## config.mk

```make
export PLATFORM = sky130hd
export DESIGN_NAME = single_wire_bus_master_top
export DESIGN_NICKNAME = d
export VERILOG_FILES = /design/src/hdl/swb_pkg.sv /design/src/hdl/swb_core.sv /design/src/hdl/single_wire_bus_master_top.sv
export SDC_FILE = /design/constraint.sdc
export NUM_CORES = 1
export LEC_CHECK = 0
export ABC_CLOCK_PERIOD_IN_PS = 6100
export BUFFER_PORTS_ARGS = -buffer_cell sky130_fd_sc_hd__buf_2
export CORE_MARGIN = 5
export CORE_UTILIZATION = 40
export DETAILED_ROUTE_END_ITERATION = 10
export GPL_TIMING_DRIVEN = 0
export SLEW_MARGIN = 40
export SYNTH_ARGS = -nofsm -noshare
export SYNTH_HDL_FRONTEND = slang
export SYNTH_SLANG_ARGS = --single-unit
```

## constraint.sdc

```tcl
create_clock -name aclk -period 6.1 [get_ports aclk]
set_clock_uncertainty 0.1 [all_clocks]
set_input_delay 0.915 -clock aclk [delete_from_list [all_inputs] [get_ports aclk]]
set_output_delay 0.915 -clock aclk [all_outputs]
set_load 0.02 [all_outputs]
```

## src/hdl/swb_pkg.sv

```systemverilog
// Shared types and constants for the single-wire bus master.
// Used by swb_core and single_wire_bus_master_top; no dependencies.
package swb_pkg;

    localparam int unsigned TimeW    = 10;
    localparam int unsigned ByteW    = 8;
    localparam int unsigned BitIdxW  = 3;
    localparam int unsigned NumRegs  = 8;
    localparam int unsigned RegIdxW  = 3;

    // Command codes on the input tuser field
    typedef enum logic [1:0] {
        FUNC_TICK  = 2'd0,
        FUNC_RESET = 2'd1,
        FUNC_WRITE = 2'd2,
        FUNC_READ  = 2'd3
    } func_t;

    // Configuration register indexes
    typedef enum logic [RegIdxW-1:0] {
        REG_RESET_LOW     = 3'd0,
        REG_PRESENCE_WAIT = 3'd1,
        REG_RESET_TAIL    = 3'd2,
        REG_WRITE_LOW     = 3'd3,
        REG_WRITE_SLOT    = 3'd4,
        REG_BYTE_RECOVERY = 3'd5,
        REG_READ_LOW      = 3'd6,
        REG_READ_SAMPLE   = 3'd7
    } reg_idx_t;

    typedef enum logic [3:0] {
        PH_IDLE     = 4'd0,
        PH_RST_LOW  = 4'd1,
        PH_RST_WAIT = 4'd2,
        PH_RST_TAIL = 4'd3,
        PH_WR_LOW   = 4'd4,
        PH_WR_REST  = 4'd5,
        PH_WR_RECOV = 4'd6,
        PH_RD_LOW   = 4'd7,
        PH_RD_WAIT  = 4'd8,
        PH_RD_TAIL  = 4'd9
    } phase_t;

    localparam logic [TimeW-1:0] RESET_LOW_DEF     = 10'd500;
    localparam logic [TimeW-1:0] PRESENCE_WAIT_DEF = 10'd30;
    localparam logic [TimeW-1:0] RESET_TAIL_DEF    = 10'd470;
    localparam logic [TimeW-1:0] WRITE_LOW_DEF     = 10'd5;
    localparam logic [TimeW-1:0] WRITE_SLOT_DEF    = 10'd80;
    localparam logic [TimeW-1:0] BYTE_RECOVERY_DEF = 10'd100;
    localparam logic [TimeW-1:0] READ_LOW_DEF      = 10'd3;
    localparam logic [TimeW-1:0] READ_SAMPLE_DEF   = 10'd10;

    typedef struct packed {
        logic [TimeW-1:0] reset_low_us;
        logic [TimeW-1:0] presence_wait_us;
        logic [TimeW-1:0] reset_tail_us;
        logic [TimeW-1:0] write_low_us;
        logic [TimeW-1:0] write_slot_us;
        logic [TimeW-1:0] byte_recovery_us;
        logic [TimeW-1:0] read_low_us;
        logic [TimeW-1:0] read_sample_us;
    } cfg_t;

    typedef struct packed {
        logic [ByteW-1:0] read_data;
        logic             presence;
        logic             done_res;
        logic             busy_res;
        logic             drive_low;
    } result_t;

    // A zero duration counts as one microsecond
    function automatic logic [TimeW-1:0] load_time(input logic [TimeW-1:0] us);
        load_time = (us == '0) ? TimeW'(1) : us;
    endfunction

endpackage

```

## src/hdl/swb_core.sv

```systemverilog
// Bus timing sequencer: phase machine, slot timer, bit shifter and flags.
// Depends on swb_pkg; state advances on each accepted item.
module swb_core #(
    parameter logic [swb_pkg::TimeW-1:0] READ_TAIL_US = 10'd53
) (
    input  logic                        aclk,
    input  logic                        aresetn,
    input  logic                        accept,
    input  swb_pkg::func_t              func,
    input  logic [swb_pkg::ByteW-1:0]   write_data,
    input  logic                        line_level,
    input  swb_pkg::cfg_t               cfg,
    output swb_pkg::result_t            res
);

    swb_pkg::phase_t                   phase_reg, phase_next;
    logic [swb_pkg::TimeW-1:0]         slot_timer_reg, slot_timer_next;
    logic [swb_pkg::BitIdxW-1:0]       bit_index_reg, bit_index_next;
    logic [swb_pkg::ByteW-1:0]         shift_byte_reg, shift_byte_next;
    logic                              first_low_reg, first_low_next;
    logic                              presence_reg, presence_next;
    logic [swb_pkg::ByteW-1:0]         read_result_reg, read_result_next;
    logic                              start, phase_end, last_bit, recov_zero;

    assign start      = accept && (phase_reg == swb_pkg::PH_IDLE);
    assign phase_end  = accept && (phase_reg != swb_pkg::PH_IDLE)
                        && (func == swb_pkg::FUNC_TICK) && (slot_timer_reg <= 10'd1);
    assign last_bit   = (bit_index_reg == '1);
    assign recov_zero = (cfg.byte_recovery_us == '0);

    // Next phase
    always_comb begin
        phase_next = phase_reg;
        if (start) begin
            unique case (func)
                swb_pkg::FUNC_RESET: phase_next = swb_pkg::PH_RST_LOW;
                swb_pkg::FUNC_WRITE: phase_next = swb_pkg::PH_WR_LOW;
                swb_pkg::FUNC_READ:  phase_next = swb_pkg::PH_RD_LOW;
                default:             phase_next = swb_pkg::PH_IDLE;
            endcase
        end else if (phase_end) begin
            unique case (phase_reg)
                swb_pkg::PH_RST_LOW:  phase_next = swb_pkg::PH_RST_WAIT;
                swb_pkg::PH_RST_WAIT: phase_next = swb_pkg::PH_RST_TAIL;
                swb_pkg::PH_WR_LOW:   phase_next = swb_pkg::PH_WR_REST;
                swb_pkg::PH_WR_REST: begin
                    if (!last_bit)
                        phase_next = swb_pkg::PH_WR_LOW;
                    else if (recov_zero)
                        phase_next = swb_pkg::PH_IDLE;
                    else
                        phase_next = swb_pkg::PH_WR_RECOV;
                end
                swb_pkg::PH_RD_LOW:   phase_next = swb_pkg::PH_RD_WAIT;
                swb_pkg::PH_RD_WAIT:  phase_next = swb_pkg::PH_RD_TAIL;
                swb_pkg::PH_RD_TAIL:
                    phase_next = last_bit ? swb_pkg::PH_IDLE : swb_pkg::PH_RD_LOW;
                default:              phase_next = swb_pkg::PH_IDLE;
            endcase
        end
    end

    // Timer, shifter, flags and result fields
    always_comb begin
        slot_timer_next  = slot_timer_reg;
        bit_index_next   = bit_index_reg;
        shift_byte_next  = shift_byte_reg;
        first_low_next   = first_low_reg;
        presence_next    = presence_reg;
        read_result_next = read_result_reg;
        res.done_res     = 1'b0;

        if (start) begin
            unique case (func)
                swb_pkg::FUNC_RESET: begin
                    first_low_next  = 1'b0;
                    slot_timer_next = swb_pkg::load_time(cfg.reset_low_us);
                end
                swb_pkg::FUNC_WRITE: begin
                    shift_byte_next = write_data;
                    bit_index_next  = '0;
                    slot_timer_next = swb_pkg::load_time(cfg.write_low_us);
                end
                swb_pkg::FUNC_READ: begin
                    shift_byte_next = '0;
                    bit_index_next  = '0;
                    slot_timer_next = swb_pkg::load_time(cfg.read_low_us);
                end
                default: ;
            endcase
        end else if (accept && (phase_reg != swb_pkg::PH_IDLE)
                     && (func == swb_pkg::FUNC_TICK) && !phase_end) begin
            slot_timer_next = slot_timer_reg - 10'd1;
        end else if (phase_end) begin
            unique case (phase_reg)
                swb_pkg::PH_RST_LOW:
                    slot_timer_next = swb_pkg::load_time(cfg.presence_wait_us);
                swb_pkg::PH_RST_WAIT: begin
                    first_low_next  = !line_level;
                    slot_timer_next = swb_pkg::load_time(cfg.reset_tail_us);
                end
                swb_pkg::PH_RST_TAIL: begin
                    presence_next = first_low_reg && line_level;
                    res.done_res  = 1'b1;
                end
                swb_pkg::PH_WR_LOW:
                    slot_timer_next = swb_pkg::load_time(cfg.write_slot_us);
                swb_pkg::PH_WR_REST: begin
                    if (!last_bit) begin
                        bit_index_next  = bit_index_reg + 3'd1;
                        slot_timer_next = swb_pkg::load_time(cfg.write_low_us);
                    end else if (recov_zero) begin
                        res.done_res = 1'b1;
                    end else begin
                        slot_timer_next = cfg.byte_recovery_us;
                    end
                end
                swb_pkg::PH_WR_RECOV:
                    res.done_res = 1'b1;
                swb_pkg::PH_RD_LOW:
                    slot_timer_next = swb_pkg::load_time(cfg.read_sample_us);
                swb_pkg::PH_RD_WAIT: begin
                    if (line_level)
                        shift_byte_next[bit_index_reg] = 1'b1;
                    slot_timer_next = swb_pkg::load_time(READ_TAIL_US);
                end
                swb_pkg::PH_RD_TAIL: begin
                    if (!last_bit) begin
                        bit_index_next  = bit_index_reg + 3'd1;
                        slot_timer_next = swb_pkg::load_time(cfg.read_low_us);
                    end else begin
                        read_result_next = shift_byte_reg;
                        res.done_res     = 1'b1;
                    end
                end
                default: ;
            endcase
        end

        // Pull the line during low pulses and for a zero bit of a write slot
        res.drive_low = (phase_next == swb_pkg::PH_RST_LOW)
                     || (phase_next == swb_pkg::PH_WR_LOW)
                     || (phase_next == swb_pkg::PH_RD_LOW)
                     || ((phase_next == swb_pkg::PH_WR_REST)
                         && !shift_byte_next[bit_index_next]);
        res.busy_res  = (phase_next != swb_pkg::PH_IDLE);
        res.presence  = presence_next;
        res.read_data = read_result_next;
    end

    always_ff @(posedge aclk) begin
        if (!aresetn) begin
            phase_reg       <= swb_pkg::PH_IDLE;
            slot_timer_reg  <= '0;
            bit_index_reg   <= '0;
            shift_byte_reg  <= '0;
            first_low_reg   <= 1'b0;
            presence_reg    <= 1'b0;
            read_result_reg <= '0;
        end else if (accept) begin
            phase_reg       <= phase_next;
            slot_timer_reg  <= slot_timer_next;
            bit_index_reg   <= bit_index_next;
            shift_byte_reg  <= shift_byte_next;
            first_low_reg   <= first_low_next;
            presence_reg    <= presence_next;
            read_result_reg <= read_result_next;
        end
    end

endmodule

```

## src/hdl/single_wire_bus_master_top.sv

```systemverilog
// Single-wire bus master top level: APB register file, sequencer, output stage.
// Depends on swb_pkg and swb_core.
//
//   channel  | direction | payload
//   ---------+-----------+------------------------------------------------------
//   s_       | in        | tuser: func; tdata: write_data, line_level
//   m_       | out       | tdata: drive_low, busy_res, done_res, presence, read_data
//   APB      | in/out    | eight 10-bit timing registers at byte offsets 0..28
//
// One item per clock while s_tready is high: each accepted item updates the sequencer state in the
// cycle it is taken and its result is registered in the output stage or its skid register.
// A skid register behind the output stage keeps s_tready high for one more
// item while m_tready is low; s_tready drops only when both hold items.
// Reset (aresetn low, synchronous) idles the sequencer, empties the output
// stage and loads the default timing registers.
module single_wire_bus_master_top #(
    parameter logic [9:0] READ_TAIL_US = 10'd53
) (
    input  logic        aclk,
    input  logic        aresetn,
    // Input items
    input  logic        s_tvalid,
    output logic        s_tready,
    input  logic [1:0]  s_tuser,    // [1:0] func
    input  logic [15:0] s_tdata,    // [7:0] write_data, [8] line_level, [15:9] zero
    // Result items
    output logic        m_tvalid,
    input  logic        m_tready,
    output logic [15:0] m_tdata,    // [0] drive_low, [1] busy_res, [2] done_res,
                                    // [3] presence, [11:4] read_data, [15:12] zero
    // Configuration
    input  logic        psel,
    input  logic        penable,
    input  logic        pwrite,
    input  logic [4:0]  paddr,
    input  logic [31:0] pwdata,
    output logic [31:0] prdata,
    output logic        pready
);

    swb_pkg::cfg_t     cfg_reg;
    swb_pkg::result_t  core_res;
    swb_pkg::result_t  out_reg, skid_reg;
    logic              out_valid_reg, skid_valid_reg;
    logic              accept, out_take, cfg_wr;
    logic [swb_pkg::RegIdxW-1:0] reg_idx;
    logic [swb_pkg::TimeW-1:0]   rd_val;

    assign pready  = 1'b1;
    assign cfg_wr  = psel && penable && pwrite && pready;
    assign reg_idx = paddr[4:2];

    always_ff @(posedge aclk) begin
        if (!aresetn) begin
            cfg_reg.reset_low_us     <= swb_pkg::RESET_LOW_DEF;
            cfg_reg.presence_wait_us <= swb_pkg::PRESENCE_WAIT_DEF;
            cfg_reg.reset_tail_us    <= swb_pkg::RESET_TAIL_DEF;
            cfg_reg.write_low_us     <= swb_pkg::WRITE_LOW_DEF;
            cfg_reg.write_slot_us    <= swb_pkg::WRITE_SLOT_DEF;
            cfg_reg.byte_recovery_us <= swb_pkg::BYTE_RECOVERY_DEF;
            cfg_reg.read_low_us      <= swb_pkg::READ_LOW_DEF;
            cfg_reg.read_sample_us   <= swb_pkg::READ_SAMPLE_DEF;
        end else if (cfg_wr) begin
            unique case (swb_pkg::reg_idx_t'(reg_idx))
                swb_pkg::REG_RESET_LOW:     cfg_reg.reset_low_us     <= pwdata[9:0];
                swb_pkg::REG_PRESENCE_WAIT: cfg_reg.presence_wait_us <= pwdata[9:0];
                swb_pkg::REG_RESET_TAIL:    cfg_reg.reset_tail_us    <= pwdata[9:0];
                swb_pkg::REG_WRITE_LOW:     cfg_reg.write_low_us     <= pwdata[9:0];
                swb_pkg::REG_WRITE_SLOT:    cfg_reg.write_slot_us    <= pwdata[9:0];
                swb_pkg::REG_BYTE_RECOVERY: cfg_reg.byte_recovery_us <= pwdata[9:0];
                swb_pkg::REG_READ_LOW:      cfg_reg.read_low_us      <= pwdata[9:0];
                swb_pkg::REG_READ_SAMPLE:   cfg_reg.read_sample_us   <= pwdata[9:0];
                default: ;
            endcase
        end
    end

    always_comb begin
        unique case (swb_pkg::reg_idx_t'(reg_idx))
            swb_pkg::REG_RESET_LOW:     rd_val = cfg_reg.reset_low_us;
            swb_pkg::REG_PRESENCE_WAIT: rd_val = cfg_reg.presence_wait_us;
            swb_pkg::REG_RESET_TAIL:    rd_val = cfg_reg.reset_tail_us;
            swb_pkg::REG_WRITE_LOW:     rd_val = cfg_reg.write_low_us;
            swb_pkg::REG_WRITE_SLOT:    rd_val = cfg_reg.write_slot_us;
            swb_pkg::REG_BYTE_RECOVERY: rd_val = cfg_reg.byte_recovery_us;
            swb_pkg::REG_READ_LOW:      rd_val = cfg_reg.read_low_us;
            swb_pkg::REG_READ_SAMPLE:   rd_val = cfg_reg.read_sample_us;
            default:                    rd_val = '0;
        endcase
    end

    assign prdata = {22'd0, rd_val};

    assign s_tready = !skid_valid_reg;
    assign accept   = s_tvalid && s_tready;
    assign out_take = out_valid_reg && m_tready;

    swb_core #(
        .READ_TAIL_US (READ_TAIL_US)
    ) u_core (
        .aclk       (aclk),
        .aresetn    (aresetn),
        .accept     (accept),
        .func       (swb_pkg::func_t'(s_tuser)),
        .write_data (s_tdata[7:0]),
        .line_level (s_tdata[8]),
        .cfg        (cfg_reg),
        .res        (core_res)
    );

    // Output register with skid: refill from skid first to keep item order
    always_ff @(posedge aclk) begin
        if (!aresetn) begin
            out_valid_reg  <= 1'b0;
            skid_valid_reg <= 1'b0;
        end else if (out_take || !out_valid_reg) begin
            if (skid_valid_reg) begin
                out_valid_reg  <= 1'b1;
                skid_valid_reg <= 1'b0;
            end else begin
                out_valid_reg <= accept;
            end
        end else if (accept) begin
            skid_valid_reg <= 1'b1;
        end
    end

    always_ff @(posedge aclk) begin
        if (out_take || !out_valid_reg) begin
            if (skid_valid_reg)
                out_reg <= skid_reg;
            else if (accept)
                out_reg <= core_res;
        end else if (accept) begin
            skid_reg <= core_res;
        end
    end

    assign m_tvalid = out_valid_reg;
    assign m_tdata  = {4'd0, out_reg.read_data, out_reg.presence, out_reg.done_res,
                       out_reg.busy_res, out_reg.drive_low};

endmodule
```

==> summary.md <==
| Metric | Value |
|---|---|
| Actual slew at the worst max-slew pin | `882.0 ps` |
| Vias in the first global route | `7640` |
| Maximum clock frequency | `240.9 MHz` |
| Max FFs per register | `80` |
| # rows | `52` |
| Mapped Cells | `962` |
| Global-route wire length before repair | `45310 µm` |
| Max_slew headroom | `0.4114` |
| Total grt overflow | `0` |
| Area of the core | `20360 µm²` |
| Via count | `7652` |
| DRT Wirelength | `28780 µm` |
| Overall power | `2.462 mW` |
| Kind of start point of the critical path | `input port` |
| Area grow syn2layout | `15.42%` |
| Worst vdd ir | `0.0001955 V` |
| Sw frac | `0.3194` |
| Drt pass-1 iters | `7` |
| Synth Cell Area | `8302 µm²` |
| Worst endpoint required time | `5080 ps` |
| Warnings from Yosys | `0` |
| Initial antenna violation count | `0` |
| RSZ-0062 raised after global routing | `false` |
| Crit path max fanout | `10` |
| Postcts setup bufs | `0` |
| Crit path from | `paddr[2]` |
| Primary FF master, synth | `dfxtp_1` |
| Fraction of layout cells with a size suffix above 1 | `0.1715` |
| Top cells by count, synth | `nand2_1, dfxtp_1, mux2i_1` |
| Reg2Reg Launch Point | `u_core.slot_timer_reg[0]$_SDFFE_PN0P_` |
| H-tree levels | `4` |
| Leak | `3.745 nW` |
| Async S/R FF share, synth | `0` |
| Vias per cell | `5.749` |
| N_diodes | `0` |
| Number of CTS-inserted buffers | `17` |
| Pint | `1.676 mW` |
| WS Path Type | `input port to output pin` |
| Cts hold-fix bufs | `0` |
| DIE AREA | `23740 µm²` |
| Initial DRC count | `783` |
| Post-synth EDFFs | `24` |
| Min Tclk post-route | `4152 ps` |
| Root Driver | `clkbuf_16` |
| Flop pwr share | `0.405` |
| CTS sink count | `141` |
| Top cells by area, synth | `dfxtp_1, edfxtp_1, mux2i_1` |
| Pwr Density | `257.0 nW/µm²` |
| Hold path start | `cfg_reg[30]$_SDFFE_PN0P_` |
| Starting Density | `0.4077` |
| # setup viols final | `0` |
| Combinational share of power | `0.161` |
| GP Congestion | `1.007` |
| Post-route ant nets | `0` |
| Detailed placer's ending HPWL | `21110 µm` |
| Yosys reg bits | `141` |
| Post-cts sizing count | `0` |
| Crit. End Element | `output pin` |
| Drt wl/cell | `21.63 µm` |
| Most frequent cell after synthesis | `nand2_1` |
| Worst skew pair latency | `450 ps` |
| Final hold violations | `0` |
| Post-synthesis sequential area ratio | `0.3690` |
| Hold Path Class | `flop to flop` |
| CTS tree | `built` |
| Switching power | `0.7864 mW` |
| Die W | `154.1 µm` |
| Largest net degree at the start of global routing | `19` |
| Critical Path AT | `3140 ps` |
| Die Y | `154.1 µm` |
| Leading area contributor after synthesis | `dfxtp_1` |
| Clock Path Buffers | `2` |
| Number of max-cap violations | `0` |
| CTS clk-pin slew, worst paths | `70 ps` |
| Synth Area per Inst | `8.630 µm²` |
| Clock power share | `0.434` |
| Distinct cell type count after synthesis | `87` |
| Nets | `1113` |
| Setup TNS | `0 ps` |
| Tcrit/Tclk final | `0.6806` |
| Input/output buffers | `42` |
| DRC viols | `0` |
| Top cell type's share of synthesized area | `0.2821` |
| Final Max Slew Viols | `0` |
| I/O pins | `113` |
| GRT Total Usage | `0.2434` |
| Status | `complete, no violations` |
-- metal layers --
| layer | vias up | track usage | routed length [µm] |
|---|---|---|---|
| met5 | - | 0 | 0 |
| met4 | 0 | 0.1106 | 1307 |
| met3 | 89 | 0.04469 | 1856 |
| met2 | 335 | 0.3881 | 13180 |
| met1 | 3671 | 0.3206 | 12440 |
| li1 | 3557 | - | - |
-- per-stage QoR --
step	util	hold slack, ps	std cells	instance area, µm²	worst slack [ps]
2_1_floorplan	-	343.5	987	8396	2671
3_3_place_gp	0.4392	355.5	1299	8944	1958
5_1_grt	0.4705	420.8	1331	9582	1769
4_1_cts	0.4705	394.8	1331	9582	1989
6_report	0.4705	392.5	1331	9582	1948
3_5_place_dp	0.4405	384.7	1299	8970	1987
-- worst max-delay path, cell delays in order --
cell and delay, ps:
buf_2 90, clkbuf_1 490, buf_1 510, clkbuf_1 410
a221oi_1 100, a221oi_1 310, nor2_1 130, buf_2 180
-- cell type report --
cell class / count / area [µm²]
multi-input cells: 728 / 4730
plain buffers: 96 / 546.8
flip-flops and latches: 141 / 3063
clock buffers: 17 / 425.4
inverters: 22 / 82.58
clock inverters: 15 / 186.4
well taps: 270 / 337.8
repair buffers: 42 / 210.2
fillers: 2023 / 10780
-- logic make-up after synthesis --
logic type	after synthesis	synth area share
AND/OR/NAND/NOR	388	0.2357
adder cells (fa/ha/maj)	3	0.004522
multiplexers	97	0.1281
AO/OA/AOI/OAI	204	0.1765
flip-flops	141	0.3690
other	2	0.0009046
XOR/XNOR	9	0.009496
buffers and inverters	118	0.07581
-- placed cells by master (no fill, tap or decap), types with 5 or more instances in the layout --
cell and count:
a211oi_1 6, a21boi_0 32, a21oi_1 34, a221oi_1 10, a22o_1 5, a22oi_1 8
a31oi_1 8, and2_1 25, buf_1 5, buf_2 44, buf_4 29, buf_6 6
clkbuf_1 51, clkbuf_16 17, clkinv_8 5, conb_1 27, dfxtp_1 117, edfxtp_1 24
inv_1 22, mux2_2 20, mux2i_1 71, nand2_1 156, nand3_1 38, nor2_1 50
nor2_2 5, nor2b_1 35, nor3_1 14, nor4_1 11, o211a_1 7, o211ai_1 14
o21ai_0 28, o22ai_1 10, or4_1 6, or4_4 5, xor2_1 6
-- power groups by stage --
stage	Clock [mW]	Sequential (mW)	Combinational [mW]
after global routing	1.12	1.00	0.431
after CTS	1.08	0.997	0.392
after detailed placement	0	1.02	0.389
final	1.07	0.997	0.396
after floorplan	0	1.02	0.275
after global placement	0	1.02	0.388
-- worst paths after layout --
path / end / slack [ps] / cells after the start
worst max-delay path: prdata[5] / 1950 / 8
worst min-delay path: cfg_reg[30]$_SDFFE_PN0P_ / 390 / 2
worst max register to register: u_core.slot_timer_reg[3]$_SDFFE_PN0P_ / 2950 / 9
worst min register to register: cfg_reg[30]$_SDFFE_PN0P_ / 390 / 2
Power figures use the tool's default switching activity.
